<file path="src/rtl/b64d_pkg.sv">
// Package for the streaming Base64 decoder.
// Holds the item and packet types, code constants and the symbol classifier.
// No dependencies.
`timescale 1ns / 1ps
`default_nettype none

package b64d_pkg;

  localparam int unsigned POS_W   = 16;
  localparam int unsigned Q_DEPTH = 4;
  localparam int unsigned Q_AW    = 2;

  // Result kinds
  localparam logic [1:0] KIND_DATA = 2'd0;
  localparam logic [1:0] KIND_OK   = 2'd1;
  localparam logic [1:0] KIND_ERR  = 2'd2;

  // Decoder modes
  localparam logic [1:0] MODE_SCAN = 2'd0;
  localparam logic [1:0] MODE_SEEK = 2'd1;
  localparam logic [1:0] MODE_OK   = 2'd2;
  localparam logic [1:0] MODE_ERR  = 2'd3;

  // Classifier flags (symbol values are 0..63)
  localparam logic [7:0] CLS_SPACE = 8'h40;
  localparam logic [7:0] CLS_ERROR = 8'h80;
  localparam logic [7:0] PAD_CHAR  = 8'h3D;

  typedef struct packed {
    logic [7:0] text_byte;
    logic       message_end;
  } in_item_t;

  typedef struct packed {
    logic [7:0]       data_byte;
    logic [1:0]       kind;
    logic [POS_W-1:0] stop_position;
    logic             last_of_run;
  } out_item_t;

  // Everything one input item produces, queued between front and back
  typedef struct packed {
    logic [2:0][7:0]  data;
    logic [1:0]       n_data;
    logic             has_status;
    logic [1:0]       status_kind;
    logic [POS_W-1:0] status_pos;
  } pkt_t;

  // Map a text byte to its 6-bit symbol value, or a skip / error flag
  function automatic logic [7:0] b64d_classify(input logic [7:0] c);
    logic [7:0] r;
    if (c >= 8'h41 && c <= 8'h5A) begin
      r = c - 8'h41;
    end else if (c >= 8'h61 && c <= 8'h7A) begin
      r = c - 8'h61 + 8'd26;
    end else if (c >= 8'h30 && c <= 8'h39) begin
      r = c - 8'h30 + 8'd52;
    end else if (c == 8'h2B) begin
      r = 8'd62;
    end else if (c == 8'h2F) begin
      r = 8'd63;
    end else if (c == 8'h08 || c == 8'h09 || c == 8'h0A || c == 8'h0C ||
                 c == 8'h0D || c == 8'h20 || c == 8'h27 || c == 8'hA0) begin
      r = CLS_SPACE;
    end else begin
      r = CLS_ERROR;
    end
    return r;
  endfunction

endpackage

`default_nettype wire

</file>
<file path="src/rtl/base64_stream_decoder_top.sv">
// Streaming Base64 decoder, top level.
// Instantiates b64d_front, b64d_queue and b64d_back; uses b64d_pkg.
//
// Usage:
//   Input channel is queue-like: drive in_item_i and push; the byte is taken
//   at a clock edge where push is high and full is low. Results come out
//   queue-like: while empty is low out_item_o holds the oldest result, and
//   pop takes it. cfg_we_i writes the stop delimiter (zero disables it);
//   write it only while the block is idle.
// Throughput:
//   One text byte is accepted per cycle while full is low. The front decodes
//   it in that cycle and registers its results (up to three data bytes plus a
//   status on message end) as one packet in the queue. The back end emits one
//   result per cycle while pop is high; bytes that produce nothing
//   (whitespace, skipped text) push no packet. A four-packet queue between
//   front and back absorbs bursts.
// Reset and stall:
//   Reset clears the decode state, the delimiter and the queue. When the
//   receiver stops popping, the queue fills and full rises until space frees.
`timescale 1ns / 1ps
`default_nettype none

module base64_stream_decoder_top
  import b64d_pkg::*;
#(
  parameter int unsigned OFFSET_BITS = 16
) (
  input  logic       clk_i,
  input  logic       rst_ni,
  input  logic       cfg_we_i,
  input  logic [7:0] cfg_wdata_i,
  input  in_item_t   in_item_i,
  input  logic       push,
  output logic       full,
  output out_item_t  out_item_o,
  output logic       empty,
  input  logic       pop
);

  logic accept;
  logic pkt_valid;
  logic pkt_done;
  pkt_t pkt;
  pkt_t head;

  assign accept = push && !full;

  // Front: decode
  b64d_front #(
    .OFFSET_BITS(OFFSET_BITS)
  ) u_front (
    .clk_i      (clk_i),
    .rst_ni     (rst_ni),
    .cfg_we_i   (cfg_we_i),
    .cfg_wdata_i(cfg_wdata_i),
    .accept_i   (accept),
    .item_i     (in_item_i),
    .pkt_valid_o(pkt_valid),
    .pkt_o      (pkt)
  );

  // Packet queue
  b64d_queue u_queue (
    .clk_i  (clk_i),
    .rst_ni (rst_ni),
    .push_i (pkt_valid),
    .pkt_i  (pkt),
    .pop_i  (pkt_done),
    .full_o (full),
    .empty_o(empty),
    .head_o (head)
  );

  // Back: emit results
  b64d_back u_back (
    .clk_i     (clk_i),
    .rst_ni    (rst_ni),
    .empty_i   (empty),
    .head_i    (head),
    .pop_i     (pop),
    .pkt_done_o(pkt_done),
    .item_o    (out_item_o)
  );

endmodule

`default_nettype wire

</file>
<file path="src/rtl/b64d_front.sv">
// Front end of the Base64 decoder: classifies each text byte, runs the
// decode state and builds one packet of results per item. Uses b64d_pkg.
`timescale 1ns / 1ps
`default_nettype none

module b64d_front
  import b64d_pkg::*;
#(
  parameter int unsigned OFFSET_BITS = 16
) (
  input  logic       clk_i,
  input  logic       rst_ni,
  input  logic       cfg_we_i,
  input  logic [7:0] cfg_wdata_i,
  input  logic       accept_i,
  input  in_item_t   item_i,
  output logic       pkt_valid_o,
  output pkt_t       pkt_o
);

  logic [7:0]             delim_q;
  logic [23:0]            acc_q, acc_d;
  logic [1:0]             phase_q, phase_d;
  logic [1:0]             mode_q, mode_d;
  logic [OFFSET_BITS-1:0] ofs_q, ofs_d;
  logic [OFFSET_BITS-1:0] stop_q, stop_d;

  logic [7:0]             cls;
  logic [23:0]            shifted;
  logic [OFFSET_BITS-1:0] nxt;
  logic [OFFSET_BITS-1:0] where;
  logic                   is_pad;
  pkt_t                   pkt;

  // Decode one item
  always_comb begin
    cls     = b64d_classify(item_i.text_byte);
    shifted = {acc_q[17:0], cls[5:0]};
    nxt     = ofs_q + 1'b1;
    is_pad  = (item_i.text_byte == PAD_CHAR);
    acc_d   = acc_q;
    phase_d = phase_q;
    mode_d  = mode_q;
    stop_d  = stop_q;
    ofs_d   = nxt;
    where   = stop_q;
    pkt     = '0;

    unique case (mode_q)
      MODE_SCAN: begin
        priority if (delim_q != 8'h00 && item_i.text_byte == delim_q) begin
          mode_d = (phase_q != 2'd0) ? MODE_ERR : MODE_OK;
          stop_d = ofs_q;
        end else if (is_pad) begin
          stop_d = nxt;
          if (phase_q == 2'd3) begin
            pkt.data[0] = acc_q[17:10];
            pkt.data[1] = acc_q[9:2];
            pkt.n_data  = 2'd2;
            mode_d      = MODE_OK;
          end else if (phase_q == 2'd2) begin
            mode_d = MODE_SEEK;
          end else begin
            mode_d = MODE_ERR;
          end
        end else if (cls == CLS_ERROR) begin
          mode_d = MODE_ERR;
          stop_d = ofs_q;
        end else if (cls != CLS_SPACE) begin
          if (phase_q == 2'd3) begin
            pkt.data[0] = shifted[23:16];
            pkt.data[1] = shifted[15:8];
            pkt.data[2] = shifted[7:0];
            pkt.n_data  = 2'd3;
            acc_d       = '0;
            phase_d     = 2'd0;
          end else begin
            acc_d   = shifted;
            phase_d = phase_q + 2'd1;
          end
        end else begin
          acc_d = acc_q;
        end
      end
      MODE_SEEK: begin
        if (is_pad) begin
          pkt.data[0] = acc_q[11:4];
          pkt.n_data  = 2'd1;
          mode_d      = MODE_OK;
          stop_d      = nxt;
        end
      end
      MODE_OK, MODE_ERR: begin
        mode_d = mode_q;
      end
    endcase

    // Message end: status result and fresh state
    if (item_i.message_end) begin
      unique case (mode_d)
        MODE_SCAN: begin
          pkt.status_kind = (phase_d != 2'd0) ? KIND_ERR : KIND_OK;
          where           = nxt;
        end
        MODE_OK: begin
          pkt.status_kind = KIND_OK;
          where           = stop_d;
        end
        MODE_SEEK, MODE_ERR: begin
          pkt.status_kind = KIND_ERR;
          where           = stop_d;
        end
      endcase
      pkt.has_status = 1'b1;
      pkt.status_pos = POS_W'(where);
      acc_d   = '0;
      phase_d = 2'd0;
      mode_d  = MODE_SCAN;
      ofs_d   = '0;
      stop_d  = '0;
    end
  end

  assign pkt_o       = pkt;
  assign pkt_valid_o = accept_i && (pkt.n_data != 2'd0 || pkt.has_status);

  // Decode state
  always_ff @(posedge clk_i or negedge rst_ni) begin
    if (!rst_ni) begin
      acc_q   <= '0;
      phase_q <= 2'd0;
      mode_q  <= MODE_SCAN;
      ofs_q   <= '0;
      stop_q  <= '0;
    end else if (accept_i) begin
      acc_q   <= acc_d;
      phase_q <= phase_d;
      mode_q  <= mode_d;
      ofs_q   <= ofs_d;
      stop_q  <= stop_d;
    end
  end

  // Delimiter register
  always_ff @(posedge clk_i or negedge rst_ni) begin
    if (!rst_ni) begin
      delim_q <= 8'h00;
    end else if (cfg_we_i) begin
      delim_q <= cfg_wdata_i;
    end
  end

endmodule

`default_nettype wire

</file>
<file path="src/rtl/b64d_queue.sv">
// Short packet queue between decoder front and result back end.
// Register based, one write and one head read per cycle. Uses b64d_pkg.
`timescale 1ns / 1ps
`default_nettype none

module b64d_queue
  import b64d_pkg::*;
(
  input  logic clk_i,
  input  logic rst_ni,
  input  logic push_i,
  input  pkt_t pkt_i,
  input  logic pop_i,
  output logic full_o,
  output logic empty_o,
  output pkt_t head_o
);

  pkt_t            mem_q [Q_DEPTH];
  logic [Q_AW-1:0] wr_q, rd_q;
  logic [Q_AW:0]   cnt_q, cnt_d;
  logic            do_push, do_pop;

  assign full_o  = (cnt_q == (Q_AW+1)'(Q_DEPTH));
  assign empty_o = (cnt_q == '0);
  assign head_o  = mem_q[rd_q];
  assign do_push = push_i && !full_o;
  assign do_pop  = pop_i && !empty_o;

  always_comb begin
    cnt_d = cnt_q;
    if (do_push && !do_pop) begin
      cnt_d = cnt_q + 1'b1;
    end else if (do_pop && !do_push) begin
      cnt_d = cnt_q - 1'b1;
    end
  end

  // Pointers and fill count
  always_ff @(posedge clk_i or negedge rst_ni) begin
    if (!rst_ni) begin
      wr_q  <= '0;
      rd_q  <= '0;
      cnt_q <= '0;
    end else begin
      cnt_q <= cnt_d;
      if (do_push) begin
        wr_q <= wr_q + 1'b1;
      end
      if (do_pop) begin
        rd_q <= rd_q + 1'b1;
      end
    end
  end

  // Storage
  always_ff @(posedge clk_i) begin
    if (do_push) begin
      mem_q[wr_q] <= pkt_i;
    end
  end

`ifndef SYNTH
  a_cnt_bound: assert property (@(posedge clk_i) disable iff (!rst_ni)
    cnt_q <= (Q_AW+1)'(Q_DEPTH))
    else $error("queue count above depth");

  a_cnt_grow: assert property (@(posedge clk_i) disable iff (!rst_ni)
    (push_i && !full_o && !pop_i) |=> (cnt_q == $past(cnt_q) + 1'b1))
    else $error("queue count did not grow on push");
`endif

endmodule

`default_nettype wire

</file>
<file path="src/rtl/b64d_back.sv">
// Result back end: walks the head packet and presents its results one
// per cycle while pop is high, oldest first. Uses b64d_pkg.
`timescale 1ns / 1ps
`default_nettype none

module b64d_back
  import b64d_pkg::*;
(
  input  logic      clk_i,
  input  logic      rst_ni,
  input  logic      empty_i,
  input  pkt_t      head_i,
  input  logic      pop_i,
  output logic      pkt_done_o,
  output out_item_t item_o
);

  logic [1:0] idx_q, idx_d;
  logic [2:0] total;
  logic       is_data;
  logic       last;

  assign total   = {1'b0, head_i.n_data} + {2'b00, head_i.has_status};
  assign is_data = ({1'b0, idx_q} < {1'b0, head_i.n_data});
  assign last    = ({1'b0, idx_q} + 3'd1 == total);

  // Current result
  always_comb begin
    item_o             = '0;
    item_o.last_of_run = last;
    if (is_data) begin
      item_o.data_byte = head_i.data[idx_q];
      item_o.kind      = KIND_DATA;
    end else begin
      item_o.kind          = head_i.status_kind;
      item_o.stop_position = head_i.status_pos;
    end
  end

  assign pkt_done_o = pop_i && !empty_i && last;

  always_comb begin
    idx_d = idx_q;
    if (pop_i && !empty_i) begin
      idx_d = last ? 2'd0 : idx_q + 2'd1;
    end
  end

  always_ff @(posedge clk_i or negedge rst_ni) begin
    if (!rst_ni) begin
      idx_q <= 2'd0;
    end else begin
      idx_q <= idx_d;
    end
  end

`ifndef SYNTH
  a_pkt_nonempty: assert property (@(posedge clk_i) disable iff (!rst_ni)
    !empty_i |-> (head_i.n_data != 2'd0 || head_i.has_status))
    else $error("queued packet carries no result");

  a_idx_range: assert property (@(posedge clk_i) disable iff (!rst_ni)
    !empty_i |-> ({1'b0, idx_q} < total))
    else $error("result index past packet end");
`endif

endmodule

`default_nettype wire
</file>
<file path="config.mk">
export PLATFORM = sky130hd
export DESIGN_NAME = base64_stream_decoder_top
export DESIGN_NICKNAME = d
export VERILOG_FILES = /design/src/rtl/b64d_pkg.sv /design/src/rtl/base64_stream_decoder_top.sv /design/src/rtl/b64d_front.sv /design/src/rtl/b64d_queue.sv /design/src/rtl/b64d_back.sv
export SDC_FILE = /design/constraint.sdc
export NUM_CORES = 1
export LEC_CHECK = 0
export BUFFER_PORTS_ARGS = -buffer_cell sky130_fd_sc_hd__buf_2
export CORE_MARGIN = 1.5
export CORE_UTILIZATION = 40
export DETAILED_ROUTE_END_ITERATION = 7
export PLACE_DENSITY = 0.64
export SYNTH_ARGS = -nofsm -noshare
export SYNTH_HDL_FRONTEND = slang
export SYNTH_HIERARCHICAL = 1
export SYNTH_SLANG_ARGS = --single-unit
</file>
<file path="constraint.sdc">
create_clock -name clk_i -period 4.1 [get_ports clk_i]
set_input_delay 0.205 -clock clk_i [delete_from_list [all_inputs] [get_ports clk_i]]
set_output_delay 0.205 -clock clk_i [all_outputs]
set_load 0.01 [all_outputs]
</file>
==> out/metrics.csv <==
stage,metric,value,unit
critical_path,rr_startpoint,u_queue/rd_q[0],
critical_path,critPathCaptureType,flip-flop,
drt,via_per_inst,5.87,
placed_design,dp_hpwl,20400,µm
synthesis,synth_seq_cells,251,
sta,period_share,0.859,
finish,multiInputGateArea,0.00515,mm²
sta,fin_crit,3520,ps
synthesis,postSynthCellCount,987,
drt,dr.first_iter.drc_count,560,
synthesis,synth_xor_area_frac,0.0198,
synthesis,synth_cell_types,89,
critical_path,crit_fanout,5,
critical_path,reg2regPathDepth,10,
synthesis,synth_seq_area_share,0.560,
finish,nets,1094,
finish,diodes,0,
hold_path,worstHoldPathCells,2,
placed_design,io_buffers,50,
critical_path,crit_path_start_kind,primary input,
pwr,leakage,5.50,nW
synthesis,synthAdderAreaFrac,0.0240,
synthesis,synth_nets,1033,
drt,drt-total-wl,30800,µm
floorplanning,initial_utilization,0.407,
clock_network,holdBufCountCts,10,
synthesis,synth_ff_type,edfxtp_1,
sta,fin_tns_setup,0,ps
clock_network,cts-buffers-inserted,27,
drt,vias,8627,
clock_network,post_cts_resized,0,
synthesis,synthMuxAreaShare,0.102,
clock_network,cts_setup_buffers,0,
global_route,grt.total_usage,0.188,
synthesis,synth_top_family_by_area,compound AO/OA/AOI/OAI gates,
floorplanning,die_h,182,µm
job,maxCapViolCount,0,
critical_path,critPathTopFamily,simple AND/OR/NAND/NOR gates,
global_route,antenna_found_initial,0,
critical_path,crit_type,in -> reg,
finish,synthToLayoutAreaGrowth,13.7,%
finish,final_cell_mix,"180 x edfxtp_1, 69 x dfrtp_1, 66 x nand2_1, 49 x buf_2, 48 x buf_4",
drt,antenna_left,0,
sta,tightest_slew,1020,ps
hold_path,min_path_type,in -> reg,
sta,maxSlewHeadroom,0.317,
placed_design,place_inst,1411,
finish,regArea,0.00718,mm²
synthesis,ys.warnings.count,6,
finish,drive_above_1_share,0.210,
critical_path,cp.required,4510,ps
status,status,completed,
critical_path,cp_slowest_stage_delay,590,ps
sta,rsz0062_at_grt,false,
critical_path,crit_arrival,3930,ps
drt,dr.pass1.iters,5,
clock_network,clk_pin_slew,60,ps
clock_network,htreeDepth,1,
floorplanning,coreArea,0.0316,mm²
critical_path,reg2reg_slack,590,ps
clock_network,clock_latency,530,ps
critical_path,crit_buf_inv,3,
global_route,grt_pass1_vias,8680,
global_route,grt_pass1_wl,49400,µm
sta,hold_violations,0,
global_route,grt_max_degree,72,
pwr,ir_drop,0.324,mV
sta,slew_violations,0,
hold_path,whs_endpoint,u_front/delim_q[5],
floorplanning,pin_count,51,
finish,layout.cells.non_filler,1470,
clock_network,cts-root-buf,clkbuf_16,
hold_path,min-delay-start,cfg_we_i,
synthesis,synthesis.area,0.0128,mm²
critical_path,slowest_stage,a2111oi_0,
synthesis,synth-compound-area-share,0.140,
pwr,total_power,0.00972,W
pwr,power_density,666,mW/mm²
floorplanning,die_x,182,µm
floorplanning,die-area,0.0332,mm²
drt,drc,0,
clock_network,cts_tree,built,
floorplanning,rows,65,
sta,setup_viol,0,
critical_path,r2r-end,u_queue/cnt_q[1],
synthesis,async_reset_ff_frac,0.283,
synthesis,synth-simple-area-share,0.114,
drt,wl_per_cell,20.9,µm
sta,fmax,284,MHz
clock_network,clockBufferDepth,3,
clock_network,clock-sinks,251,
global_route,grt-ovfl-total,0,
synthesis,synth_edf_count,180,
synthesis,syn_area_per_cell,13.0,µm²
finish,fillerInstances,2788,
finish,final_util,0.463,
critical_path,worstPathCellList,buf_2 > inv_1 > ha_1 > and4bb_1 > nor3_2 > and2_4 > a2111oi_0 > o21ai_1 > or4_1 > a21oi_4 > o31ai_1 > nor2b_1 > ha_1 > inv_1 > fa_1 > mux2_2,
sta,clock_skew,11.5,ps
finish,final_common_cell,edfxtp_1,
placed_design,gp_congestion,0.845,
## registers in the layout, indices dropped and copies added (netlist names)
signal	cells
u_back/idx_q	2
u_front/mode_q	2
u_front/phase_q	2
u_queue/cnt_q	3
u_front/stop_q	16
u_front/ofs_q	16
u_queue/mem_q	180
u_queue/wr_q	2
u_front/delim_q	8
u_queue/rd_q	2
u_front/acc_q	18
## logic make-up (layout without fill, tap and decap cells)
| logic type | count (synthesis) | after routing |
|---|---|---|
| AO/OA/AOI/OAI | 236 | 236 |
| XOR/XNOR | 29 | 29 |
| adder cells (fa/ha/maj) | 24 | 24 |
| buffers and inverters | 106 | 187 |
| flip-flops | 251 | 251 |
| multiplexers | 73 | 73 |
| AND/OR/NAND/NOR | 268 | 268 |
## cells in the mapped netlist (9+ instances only)
master     count  area [µm²]
xor2_1         9        78.8
o22ai_1       15        93.8
nand2_1       66         248
dfrtp_1       71        1780
mux2_2        12         135
edfxtp_1     180        5410
o21ai_0       22         110
nor3_1        26         130
inv_1         28         105
a221o_1       20         200
and2_1        29         181
nand3_1       15        75.1
ha_1          23         288
o211a_1       18         180
xnor2_1       20         175
a21oi_1       42         210
nand2b_1       9        56.3
a31oi_1       11        68.8
clkbuf_1      45         169
nor2_1        44         165
mux4_2        45        1010
and3_1        22         138
o2bb2ai_1     19         166
buf_2         16        80.1
mux2i_1       11         110
## power by group
group	switching (W)	leakage, nW	total (W)	internal, W
sequential	0.000447	2.59	0.00374	0.00330
combinational	0.00195	2.48	0.00355	0.00160
clock	0.000973	0.431	0.00243	0.00145
total	0.00337	5.50	0.00972	0.00635
## worst reg2reg max path, delay by kind of cell (launching register included)
| family | cells | cell delay (ps) |
|---|---|---|
| adders and majority gates | 3 | 980 |
| muxes | 2 | 830 |
| and+or+nand+nor | 2 | 600 |
| DFF | 1 | 420 |
| buffers and inverters | 2 | 400 |
| xor gates and xnor gates | 1 | 160 |
## how the worst max path moves through the flow
stage	to	start	slack [ps]	cells after the start
6_report	u_queue/cnt_q[1]	in_item_i[3]	580	16
4_1_cts	u_queue/cnt_q[1]	u_queue/rd_q[0]	570	10
3_5_place_dp	u_queue/cnt_q[1]	in_item_i[1]	60	17
5_1_grt	u_queue/cnt_q[1]	u_queue/rd_q[0]	360	10
2_1_floorplan	u_queue/cnt_q[1]	in_item_i[2]	20	18
3_3_place_gp	u_queue/cnt_q[1]	in_item_i[2]	100	16
## routing by layer
layer,up-vias,GRT usage,part of all wire
met5,-,0,0
met4,0,0.0446,0.017
met3,41,0.0255,0.068
met2,291,0.302,0.46
met1,4328,0.272,0.45
li1,3967,-,-
## metrics by stage
step | setup slack (ps) | instance area [µm²] | hold slack [ps]
floorplan | 16.1 | 12800 | -90.6
global placement | 98.0 | 13600 | 421
detailed placement | 62.2 | 13600 | 423
CTS | 571 | 14600 | 42.5
global route | 360 | 14600 | 66.4
finish | 579 | 14600 | 72.5
## area by class of cell
cell class                      instances  area share
Clock buffer                           36      0.0507
Clock inverter                         13      0.0102
Inverter                               28     0.00720
Multi-Input combinational cell        630       0.353
Sequential cell                       251       0.492
Tap cell                              402      0.0345
Timing Repair Buffer                  110      0.0525
(Power assumes the default switching activity.)
